**src/hw/rtl/ssc_pkg.sv**
```systemverilog
// ----------------------------------------------------------------------------
// ssc_pkg: state-space controller shared definitions
// Number formats, coefficient ROM, controller/datapath interface types and
// the saturation helper.
// ----------------------------------------------------------------------------
package ssc_pkg;

  localparam int unsigned NUM_STATES  = 5;
  localparam int unsigned NUM_INPUTS  = 3;
  localparam int unsigned NUM_OUTPUTS = 1;

  localparam int unsigned NUM_TERMS = NUM_STATES + NUM_INPUTS;
  localparam int unsigned NUM_ROWS  = NUM_OUTPUTS + NUM_STATES;

  localparam int unsigned ROW_W = $clog2(NUM_ROWS);
  localparam int unsigned COL_W = $clog2(NUM_TERMS);
  localparam int unsigned ST_W  = $clog2(NUM_STATES);
  localparam int unsigned IN_W  = $clog2(NUM_INPUTS);

  localparam int unsigned Q_W    = 32;
  localparam int unsigned FRAC_W = 16;
  localparam int unsigned PROD_W = 2 * Q_W;
  localparam int unsigned TERM_W = PROD_W - FRAC_W;
  localparam int unsigned ACC_W  = TERM_W + COL_W + 1;

  typedef logic signed [Q_W-1:0]    q16_t;
  typedef logic signed [PROD_W-1:0] prod_t;
  typedef logic signed [TERM_W-1:0] term_t;
  typedef logic signed [ACC_W-1:0]  acc_t;

  localparam prod_t ROUND_HALF = prod_t'(1) <<< (FRAC_W - 1);

  localparam q16_t Q_MAX = {1'b0, {(Q_W-1){1'b1}}};
  localparam q16_t Q_MIN = {1'b1, {(Q_W-1){1'b0}}};

  // Row 0: C | D, rows 1..NUM_STATES: A | B
  localparam q16_t COEF [NUM_ROWS][NUM_TERMS] = '{
    '{  32'sd2291329,  32'sd1156461,  32'sd0,       32'sd5374679,  -32'sd3002,
       -32'sd1144422,  32'sd0,        32'sd0 },
    '{  32'sd147664,   32'sd83011,    32'sd1287,    32'sd384295,    32'sd1800,
       -32'sd82129,   -32'sd51,      -32'sd12 },
    '{ -32'sd164007,  -32'sd100433,  -32'sd55710,  -32'sd903250,   -32'sd3584,
        32'sd164009,   32'sd2228,     32'sd148697 },
    '{  32'sd1018,     32'sd366,      32'sd65190,   32'sd1584,      32'sd24,
       -32'sd362,      32'sd14,       32'sd108 },
    '{ -32'sd724,     -32'sd78,      -32'sd2449,    32'sd47591,    -32'sd49,
        32'sd724,      32'sd98,       32'sd14630 },
    '{  32'sd373219,   32'sd376721,  -32'sd16749,   32'sd1772290,  -32'sd31788,
       -32'sd373163,   32'sd670,      32'sd3296 }
  };

  typedef enum logic [1:0] {
    ST_IDLE,
    ST_MAC,
    ST_DRAIN,
    ST_DONE
  } ssc_state_e;

  typedef struct packed {
    logic             accept;
    logic             load;
    logic             issue;
    logic             first;
    logic             last;
    logic [ROW_W-1:0] row;
    logic [COL_W-1:0] col;
    logic             commit;
  } ssc_cmd_t;

  typedef struct packed {
    logic pipe_busy;
  } ssc_stat_t;

  function automatic q16_t sat_q16(acc_t v);
    logic [ACC_W-Q_W:0] upper;
    upper = v[ACC_W-1:Q_W-1];
    if ((&upper) || !(|upper)) begin
      sat_q16 = v[Q_W-1:0];
    end else if (v[ACC_W-1]) begin
      sat_q16 = Q_MIN;
    end else begin
      sat_q16 = Q_MAX;
    end
  endfunction

endpackage

```
**src/hw/rtl/ssc_datapath.sv**
```systemverilog
// ----------------------------------------------------------------------------
// ssc_datapath: state-space controller datapath
// State and input registers, one shared multiply-accumulate pipeline
// (operand select, product, round and accumulate) and the result register.
// ----------------------------------------------------------------------------
module ssc_datapath (
  input  logic             clk_i,
  input  logic             rst_ni,
  input  ssc_pkg::ssc_cmd_t  cmd_i,
  output ssc_pkg::ssc_stat_t stat_o,
  input  logic signed [31:0] input_0_i,
  input  logic signed [31:0] input_1_i,
  input  logic signed [31:0] input_2_i,
  input  logic signed [31:0] load_state_0_i,
  input  logic signed [31:0] load_state_1_i,
  input  logic signed [31:0] load_state_2_i,
  input  logic signed [31:0] load_state_3_i,
  input  logic signed [31:0] load_state_4_i,
  output logic signed [31:0] drive_o,
  output logic signed [31:0] state_0_o,
  output logic signed [31:0] state_1_o,
  output logic signed [31:0] state_2_o,
  output logic signed [31:0] state_3_o,
  output logic signed [31:0] state_4_o
);
  import ssc_pkg::*;

  q16_t x_q     [NUM_STATES];
  q16_t nxt_q   [NUM_STATES];
  q16_t u_q     [NUM_INPUTS];
  q16_t drive_q;
  q16_t out_drive_q;
  q16_t out_state_q [NUM_STATES];

  q16_t             sel_sig;
  logic [COL_W-1:0] uidx;

  q16_t             coef_q;
  q16_t             sig_q;
  logic             v1_q;
  logic             first1_q;
  logic             last1_q;
  logic [ROW_W-1:0] row1_q;

  prod_t            prod_q;
  logic             v2_q;
  logic             first2_q;
  logic             last2_q;
  logic [ROW_W-1:0] row2_q;

  acc_t             acc_q;
  acc_t             acc_base;
  acc_t             acc_sum;
  prod_t            rnd;
  term_t            term;
  q16_t             sat_val;
  logic [ROW_W-1:0] dst;

  always_comb begin
    uidx = COL_W'(cmd_i.col - COL_W'(NUM_STATES));
    if (cmd_i.col < COL_W'(NUM_STATES)) begin
      sel_sig = x_q[cmd_i.col[ST_W-1:0]];
    end else begin
      sel_sig = u_q[uidx[IN_W-1:0]];
    end
  end

  always_ff @(posedge clk_i or negedge rst_ni) begin
    if (!rst_ni) begin
      v1_q <= 1'b0;
      v2_q <= 1'b0;
    end else begin
      v1_q <= cmd_i.issue;
      v2_q <= v1_q;
    end
  end

  always_ff @(posedge clk_i) begin
    coef_q   <= COEF[cmd_i.row][cmd_i.col];
    sig_q    <= sel_sig;
    first1_q <= cmd_i.first;
    last1_q  <= cmd_i.last;
    row1_q   <= cmd_i.row;
    prod_q   <= prod_t'(coef_q) * prod_t'(sig_q);
    first2_q <= first1_q;
    last2_q  <= last1_q;
    row2_q   <= row1_q;
  end

  always_comb begin
    rnd = prod_q + ROUND_HALF;
    term = rnd[PROD_W-1:FRAC_W];
    if (first2_q) begin
      acc_base = '0;
    end else begin
      acc_base = acc_q;
    end
    acc_sum = acc_base + acc_t'(term);
    sat_val = sat_q16(acc_sum);
    dst     = ROW_W'(row2_q - ROW_W'(NUM_OUTPUTS));
  end

  always_ff @(posedge clk_i) begin
    if (v2_q) begin
      acc_q <= acc_sum;
      if (last2_q) begin
        if (row2_q < ROW_W'(NUM_OUTPUTS)) begin
          drive_q <= sat_val;
        end else begin
          nxt_q[dst[ST_W-1:0]] <= sat_val;
        end
      end
    end
    if (cmd_i.accept) begin
      if (cmd_i.load) begin
        nxt_q[0] <= load_state_0_i;
        nxt_q[1] <= load_state_1_i;
        nxt_q[2] <= load_state_2_i;
        nxt_q[3] <= load_state_3_i;
        nxt_q[4] <= load_state_4_i;
        drive_q  <= '0;
      end else begin
        u_q[0] <= input_0_i;
        u_q[1] <= input_1_i;
        u_q[2] <= input_2_i;
      end
    end
    if (cmd_i.commit) begin
      out_drive_q <= drive_q;
      out_state_q <= nxt_q;
    end
  end

  always_ff @(posedge clk_i or negedge rst_ni) begin
    if (!rst_ni) begin
      for (int i = 0; i < NUM_STATES; i++) begin
        x_q[i] <= '0;
      end
    end else if (cmd_i.commit) begin
      x_q <= nxt_q;
    end
  end

  assign stat_o.pipe_busy = v1_q | v2_q;

  assign drive_o   = out_drive_q;
  assign state_0_o = out_state_q[0];
  assign state_1_o = out_state_q[1];
  assign state_2_o = out_state_q[2];
  assign state_3_o = out_state_q[3];
  assign state_4_o = out_state_q[4];

endmodule

```
**src/hw/rtl/ssc_ctrl.sv**
```systemverilog
// ----------------------------------------------------------------------------
// ssc_ctrl: state-space controller sequencer
// Accepts items, steps the multiply-accumulate schedule row by row, drains
// the pipeline and hands the result to the output register.
// ----------------------------------------------------------------------------
module ssc_ctrl (
  input  logic               clk_i,
  input  logic               rst_ni,
  input  logic               in_valid_i,
  output logic               in_ready_o,
  input  logic               operation_i,
  output logic               out_valid_o,
  input  logic               out_ready_i,
  output ssc_pkg::ssc_cmd_t  cmd_o,
  input  ssc_pkg::ssc_stat_t stat_i
);
  import ssc_pkg::*;

  ssc_state_e       state_q, state_d;
  logic [ROW_W-1:0] row_q, row_d;
  logic [COL_W-1:0] col_q, col_d;
  logic             out_valid_q, out_valid_d;

  always_ff @(posedge clk_i or negedge rst_ni) begin
    if (!rst_ni) begin
      state_q     <= ST_IDLE;
      row_q       <= '0;
      col_q       <= '0;
      out_valid_q <= 1'b0;
    end else begin
      state_q     <= state_d;
      row_q       <= row_d;
      col_q       <= col_d;
      out_valid_q <= out_valid_d;
    end
  end

  always_comb begin
    state_d      = state_q;
    row_d        = row_q;
    col_d        = col_q;
    in_ready_o   = 1'b0;
    cmd_o        = '0;
    cmd_o.row    = row_q;
    cmd_o.col    = col_q;
    cmd_o.first  = (col_q == '0);
    cmd_o.last   = (col_q == COL_W'(NUM_TERMS - 1));
    unique case (state_q)
      ST_IDLE: begin
        in_ready_o = 1'b1;
        if (in_valid_i) begin
          cmd_o.accept = 1'b1;
          cmd_o.load   = operation_i;
          row_d        = '0;
          col_d        = '0;
          state_d      = operation_i ? ST_DONE : ST_MAC;
        end
      end
      ST_MAC: begin
        cmd_o.issue = 1'b1;
        if (col_q == COL_W'(NUM_TERMS - 1)) begin
          col_d = '0;
          if (row_q == ROW_W'(NUM_ROWS - 1)) begin
            state_d = ST_DRAIN;
          end else begin
            row_d = ROW_W'(row_q + 1'b1);
          end
        end else begin
          col_d = COL_W'(col_q + 1'b1);
        end
      end
      ST_DRAIN: begin
        if (!stat_i.pipe_busy) begin
          state_d = ST_DONE;
        end
      end
      ST_DONE: begin
        if (!out_valid_q || out_ready_i) begin
          cmd_o.commit = 1'b1;
          state_d      = ST_IDLE;
        end
      end
      default: begin
        state_d = ST_IDLE;
      end
    endcase
  end

  always_comb begin
    if (cmd_o.commit) begin
      out_valid_d = 1'b1;
    end else if (out_ready_i) begin
      out_valid_d = 1'b0;
    end else begin
      out_valid_d = out_valid_q;
    end
  end

  assign out_valid_o = out_valid_q;

  a_idle_pipe_empty : assert property (@(posedge clk_i) disable iff (!rst_ni)
    (state_q == ST_IDLE) |-> !stat_i.pipe_busy)
    else $error("pipeline busy while idle");

  a_commit_valid : assert property (@(posedge clk_i) disable iff (!rst_ni)
    cmd_o.commit |=> out_valid_q)
    else $error("result not presented after commit");

  a_done_holds : assert property (@(posedge clk_i) disable iff (!rst_ni)
    (state_q == ST_DONE && out_valid_q && !out_ready_i) |=> (state_q == ST_DONE))
    else $error("result overwritten while output stalled");

  a_mac_to_drain : assert property (@(posedge clk_i) disable iff (!rst_ni)
    (state_q == ST_MAC && row_q == ROW_W'(NUM_ROWS - 1) &&
     col_q == COL_W'(NUM_TERMS - 1)) |=> (state_q == ST_DRAIN))
    else $error("schedule did not end after last term");

  a_no_issue_on_accept : assert property (@(posedge clk_i) disable iff (!rst_ni)
    cmd_o.accept |-> !stat_i.pipe_busy && !cmd_o.issue)
    else $error("item accepted while datapath busy");

endmodule

```
**src/hw/rtl/state_space_controller.sv**
```systemverilog
// ----------------------------------------------------------------------------
// state_space_controller: discrete state-space controller
// Run items return y = C*x + D*u and advance x = A*x + B*u; load items set
// the state. Signed Q16.16 throughout, saturating sums.
// ----------------------------------------------------------------------------
// A run item (operation 0) goes from acceptance through the multiply-
// accumulates on the single shared 32x32 multiplier (one row of 8 terms for
// the drive and one per state element), a drain of the multiply pipeline and
// a move of the result into the output register, before the next acceptance.
// A load item (operation 1) goes straight from acceptance to that move.
// The output register lets the block take the next item while a result still
// waits; a finished item waits for that register to free up. Every result
// carries the state vector after the item; the drive is zero for a load.
module state_space_controller (
  input  logic               clk_i,
  input  logic               rst_ni,
  input  logic               in_valid_i,
  output logic               in_ready_o,
  input  logic               operation_i,
  input  logic signed [31:0] input_0_i,
  input  logic signed [31:0] input_1_i,
  input  logic signed [31:0] input_2_i,
  input  logic signed [31:0] load_state_0_i,
  input  logic signed [31:0] load_state_1_i,
  input  logic signed [31:0] load_state_2_i,
  input  logic signed [31:0] load_state_3_i,
  input  logic signed [31:0] load_state_4_i,
  output logic               out_valid_o,
  input  logic               out_ready_i,
  output logic signed [31:0] drive_o,
  output logic signed [31:0] state_0_o,
  output logic signed [31:0] state_1_o,
  output logic signed [31:0] state_2_o,
  output logic signed [31:0] state_3_o,
  output logic signed [31:0] state_4_o
);
  import ssc_pkg::*;

  ssc_cmd_t  cmd;
  ssc_stat_t stat;

  ssc_ctrl u_ctrl (
    .clk_i       (clk_i),
    .rst_ni      (rst_ni),
    .in_valid_i  (in_valid_i),
    .in_ready_o  (in_ready_o),
    .operation_i (operation_i),
    .out_valid_o (out_valid_o),
    .out_ready_i (out_ready_i),
    .cmd_o       (cmd),
    .stat_i      (stat)
  );

  ssc_datapath u_datapath (
    .clk_i          (clk_i),
    .rst_ni         (rst_ni),
    .cmd_i          (cmd),
    .stat_o         (stat),
    .input_0_i      (input_0_i),
    .input_1_i      (input_1_i),
    .input_2_i      (input_2_i),
    .load_state_0_i (load_state_0_i),
    .load_state_1_i (load_state_1_i),
    .load_state_2_i (load_state_2_i),
    .load_state_3_i (load_state_3_i),
    .load_state_4_i (load_state_4_i),
    .drive_o        (drive_o),
    .state_0_o      (state_0_o),
    .state_1_o      (state_1_o),
    .state_2_o      (state_2_o),
    .state_3_o      (state_3_o),
    .state_4_o      (state_4_o)
  );

endmodule
```
**config.mk**
```make
export PLATFORM = sky130hd
export DESIGN_NAME = state_space_controller
export DESIGN_NICKNAME = d
export VERILOG_FILES = /design/src/hw/rtl/ssc_pkg.sv /design/src/hw/rtl/ssc_datapath.sv /design/src/hw/rtl/ssc_ctrl.sv /design/src/hw/rtl/state_space_controller.sv
export SDC_FILE = /design/constraint.sdc
export NUM_CORES = 2
export LEC_CHECK = 0
export ABC_AREA = 1
export BUFFER_PORTS_ARGS = -buffer_cell sky130_fd_sc_hd__clkbuf_2
export CORE_MARGIN = 4
export CORE_UTILIZATION = 60
export CTS_CLUSTER_DIAMETER = 60
export DETAILED_ROUTE_END_ITERATION = 8
export GPL_ROUTABILITY_DRIVEN = 0
export PLACE_DENSITY = 0.79
export REMOVE_ABC_BUFFERS = 1
export SYNTH_ARGS = -nofsm -noshare
export SYNTH_HDL_FRONTEND = slang
export SYNTH_HIERARCHICAL = 1
export SYNTH_SLANG_ARGS = --single-unit
```
**constraint.sdc**
```tcl
create_clock -name clk_i -period 8.88 [get_ports clk_i]
set_input_delay 1.332 -clock clk_i [delete_from_list [all_inputs] [get_ports clk_i]]
set_output_delay 1.332 -clock clk_i [all_outputs]
set_load 0.05 [all_outputs]
```
==> results.py <==
metrics = {
    "clock_tree": {
        "cts_tree": "done",
        "post_cts_buffers": 0,
        "clk_pin_slew_ns": 0.06,
        "cts.sinks": 818,
        "cts_resized": 0,
        "cts_buffer_depth": 3,
        "h-tree-depth": 3,
        "cts_hold_repair.buffers": 0,
        "clock_latency_ns": 0.68,
        "cts_buffers": 83,
        "clock-root-buffer": "clkbuf_16",
    },
    "critical_path": {
        "cp.arrival_ns": 8.86,
        "cpPeakStageDelay_ns": 1.04,
        "ff2ff_path_depth": 22,
        "path_max_fanout": 24,
        "r2r_end": "u_datapath/prod_q[47]",
        "reg2reg_slack_ns": 0.56,
        "reg2reg_from": "u_datapath/sig_q[8]",
        "start_kind": "flip-flop",
        "worstSetupEndpointType": "flip-flop",
        "crit_path_cell_trace": "nand2_1 > fa_1 > fa_1 > inv_1 > fa_1 > inv_1 > fa_1 > inv_1 > fa_1 > fa_1 > fa_1 > fa_1 > ha_1 > nand2_1 > nor2_1 > inv_1 > nor2_1 > inv_1 > nor2_1 > nand2_1 > o21ai_0 > xor2_1",
        "required_ns": 9.42,
        "crit_top_cell": "fa_1",
        "critical_path.slowest_cell": "dfxtp_1",
        "crit_type": "flip-flop to flip-flop",
    },
    "timing": {
        "slew_headroom_pct": 11.3,
        "rsz0062_at_grt": "no",
        "min_period_over_period_pct": 93.7,
        "layout_min_cycle_time_ns": 8.32,
        "finClkSkew_ns": 0.0556,
        "timing.final.max_slew_violations": 0,
        "setup_tns_ns": 0,
        "finalSetupViolations": 0,
        "hold_violations": 0,
        "clock.fmax_mhz": 120,
        "tightest_slew_ns": 1.31,
    },
    "hold_path": {
        "hold_depth": 0,
        "hold_class": "flip-flop to flip-flop",
        "hp-start": "u_datapath/first1_q",
        "holdPathEnd": "u_datapath/first2_q",
    },
    "placed_design": {
        "dpl.hpwl_um": 164000,
        "place_inst": 10000,
        "io_buffers": 454,
    },
    "synthesis": {
        "synthMuxAreaShare_pct": 0.640,
        "synth_async_sr_flop_share_pct": 20.9,
        "synth-seq-cells": 818,
        "syn_area_per_cell_um2": 8.28,
        "yosysWarnings": 6,
        "synth_area_um2": 68600,
        "synth_edf_count": 340,
        "synth-simple-area-share_pct": 16.3,
        "synth_top_family_by_area": "adder cells",
        "yosys.area_share.adder_pct": 30.0,
        "ys_types": 62,
        "ys.flop_type": "edfxtp_1",
        "synth_compound_area_share_pct": 8.94,
        "ys_seq_area_share_pct": 30.1,
        "synthesis.instances": 8288,
        "synthXorXnorAreaFrac_pct": 1.48,
    },
    "route": {
        "drc": 57,
        "viasPerCell": 5.73,
        "wl_per_cell_um": 21.0,
        "first_pass_iters": 9,
        "ant_nets": 0,
        "postRouteWirelength_um": 215000,
        "vias": 58500,
        "first_iter_violations": 6889,
    },
    "grt": {
        "overflow": 0,
        "track_usage_pct": 35.6,
        "first_global_vias": 59900,
        "grt_max_degree": 161,
        "antenna_found_initial": 15,
        "grt_pass1_wl_um": 333000,
    },
    "floorplan": {
        "dieArea_um2": 120000,
        "initial_core_util_pct": 60.7,
        "die_h_um": 346,
        "fp-row-count": 123,
        "ios": 455,
        "dieWidth_um": 346,
        "core_um2": 113000,
    },
    "job": {
        "max_cap_viol_count": 0,
    },
    "finish": {
        "final_cell_count_no_fill": 10200,
        "fin_nets": 10000,
        "fillers": 8960,
        "area_delta_synth_final_pct": 10.1,
        "drive_above_1_share_pct": 10.2,
    },
    "status": {
        "status": "finished with violations",
        "violations": "design-rule violations",
    },
}
-- cell families after synthesis --
group,count (synthesis)
simple gates,2773
flops,818
xor+xnor,116
mux,39
compound gates,1157
fa+ha+maj,1122
buf+inv,2263
-- Yosys cell counts (all sizes together), types with 32 or more instances --
master,n,share of area [%]
fa,874,26
inv,1928,11
mux2,39,0.64
nand4,32,0.29
clkbuf,294,1.6
nand2,1849,10
nor3,56,0.43
nor2,603,3.3
dfxtp,307,9.0
o22ai,36,0.33
edfxtp,340,15
ha,248,4.5
buf,36,0.34
a21oi,633,4.6
xor2,81,1.0
dfrtp,171,6.2
nand3,196,1.5
o21ai,377,2.8
xnor2,35,0.45
-- through the flow --
stage	setup WS, ns	util (%)	instance area [µm²]	hold WS, ns
finish	0.559	66.9	75500	0.324
global route	0.198	66.9	75500	0.336
CTS	0.741	66.8	75500	0.326
floorplan	-13.46	-	67300	0.310
detailed placement	0.803	64.2	72600	0.315
global placement	1.00	64.2	72600	0.311
-- cell usage in the layout (no fill, tap or decap), types with 36 or more instances in the layout --
master and count:
a21oi_1 632, buf_4 127, clkbuf_16 87, clkbuf_2 453, dfrtp_1 168, dfxtp_1 301, edfxtp_1 340, fa_1 874
ha_1 248, inv_1 1911, mux2_2 39, nand2_1 1788, nand2_2 44, nand3_1 193, nor2_1 583, nor3_1 53
o21ai_0 358, o22ai_1 36, xor2_1 81
-- state kept, by name, summed over array words and instances (netlist names), 24 cells and up --
register / flops
u_datapath/acc_q: 52
u_datapath/coef_q: 24
u_datapath/drive_o: 32
u_datapath/drive_q: 32
u_datapath/nxt_q: 160
u_datapath/prod_q: 49
u_datapath/sig_q: 32
u_datapath/state_0_o: 32
u_datapath/state_1_o: 32
u_datapath/state_2_o: 32
u_datapath/state_3_o: 32
u_datapath/state_4_o: 32
u_datapath/u_q: 96
u_datapath/x_q: 160
-- layer usage --
metal	track usage (%)	wire, µm	vias to the layer above
met2	56.8	97700	3779
li1	-	-	25800
met3	8.22	24700	832
met4	20.8	15600	6
met5	0	40	-
met1	44.7	77000	28100
-- how the worst max path moves through the flow --
stage                                   start               endpoint  slack [ns]
after global placement    u_datapath/sig_q[8]  u_datapath/prod_q[47]        1.00
after global routing      u_datapath/sig_q[8]  u_datapath/prod_q[52]        0.20
after floorplan                   out_ready_i    u_datapath/x_q[101]      -13.46
final                     u_datapath/sig_q[8]  u_datapath/prod_q[47]        0.56
after CTS                 u_datapath/sig_q[8]  u_datapath/prod_q[47]        0.74
after detailed placement  u_datapath/sig_q[8]  u_datapath/prod_q[47]        0.80
-- critical path: cells and delay by family (launching register included) --
family / cells / cell delay [ns]
AOI/OAI and AO/OA: 1 / 0.44
xor gates and xnor gates: 1 / 0.27
adders and majority gates: 9 / 4.82
buffers and inverters: 5 / 0.51
DFF: 1 / 1.04
and+or+nand+nor: 6 / 1.08
-- cell type report --
class / instances / area [µm²] / share of cell area, %
inverters: 1933 / 7260 / 9.61
clock buffers: 109 / 2360 / 3.12
repair buffers: 585 / 3310 / 4.39
well taps: 1500 / 1880 / 2.48
flip-flops and latches: 818 / 20700 / 27.3
diodes: 12 / 30.0 / 0.0398
multi-input cells: 5207 / 39500 / 52.2
clock inverters: 47 / 594 / 0.787
Power is left out: the tool's default activity adds up to more than one toggle a clock period on the data nets, which glitch-free logic cannot reach.
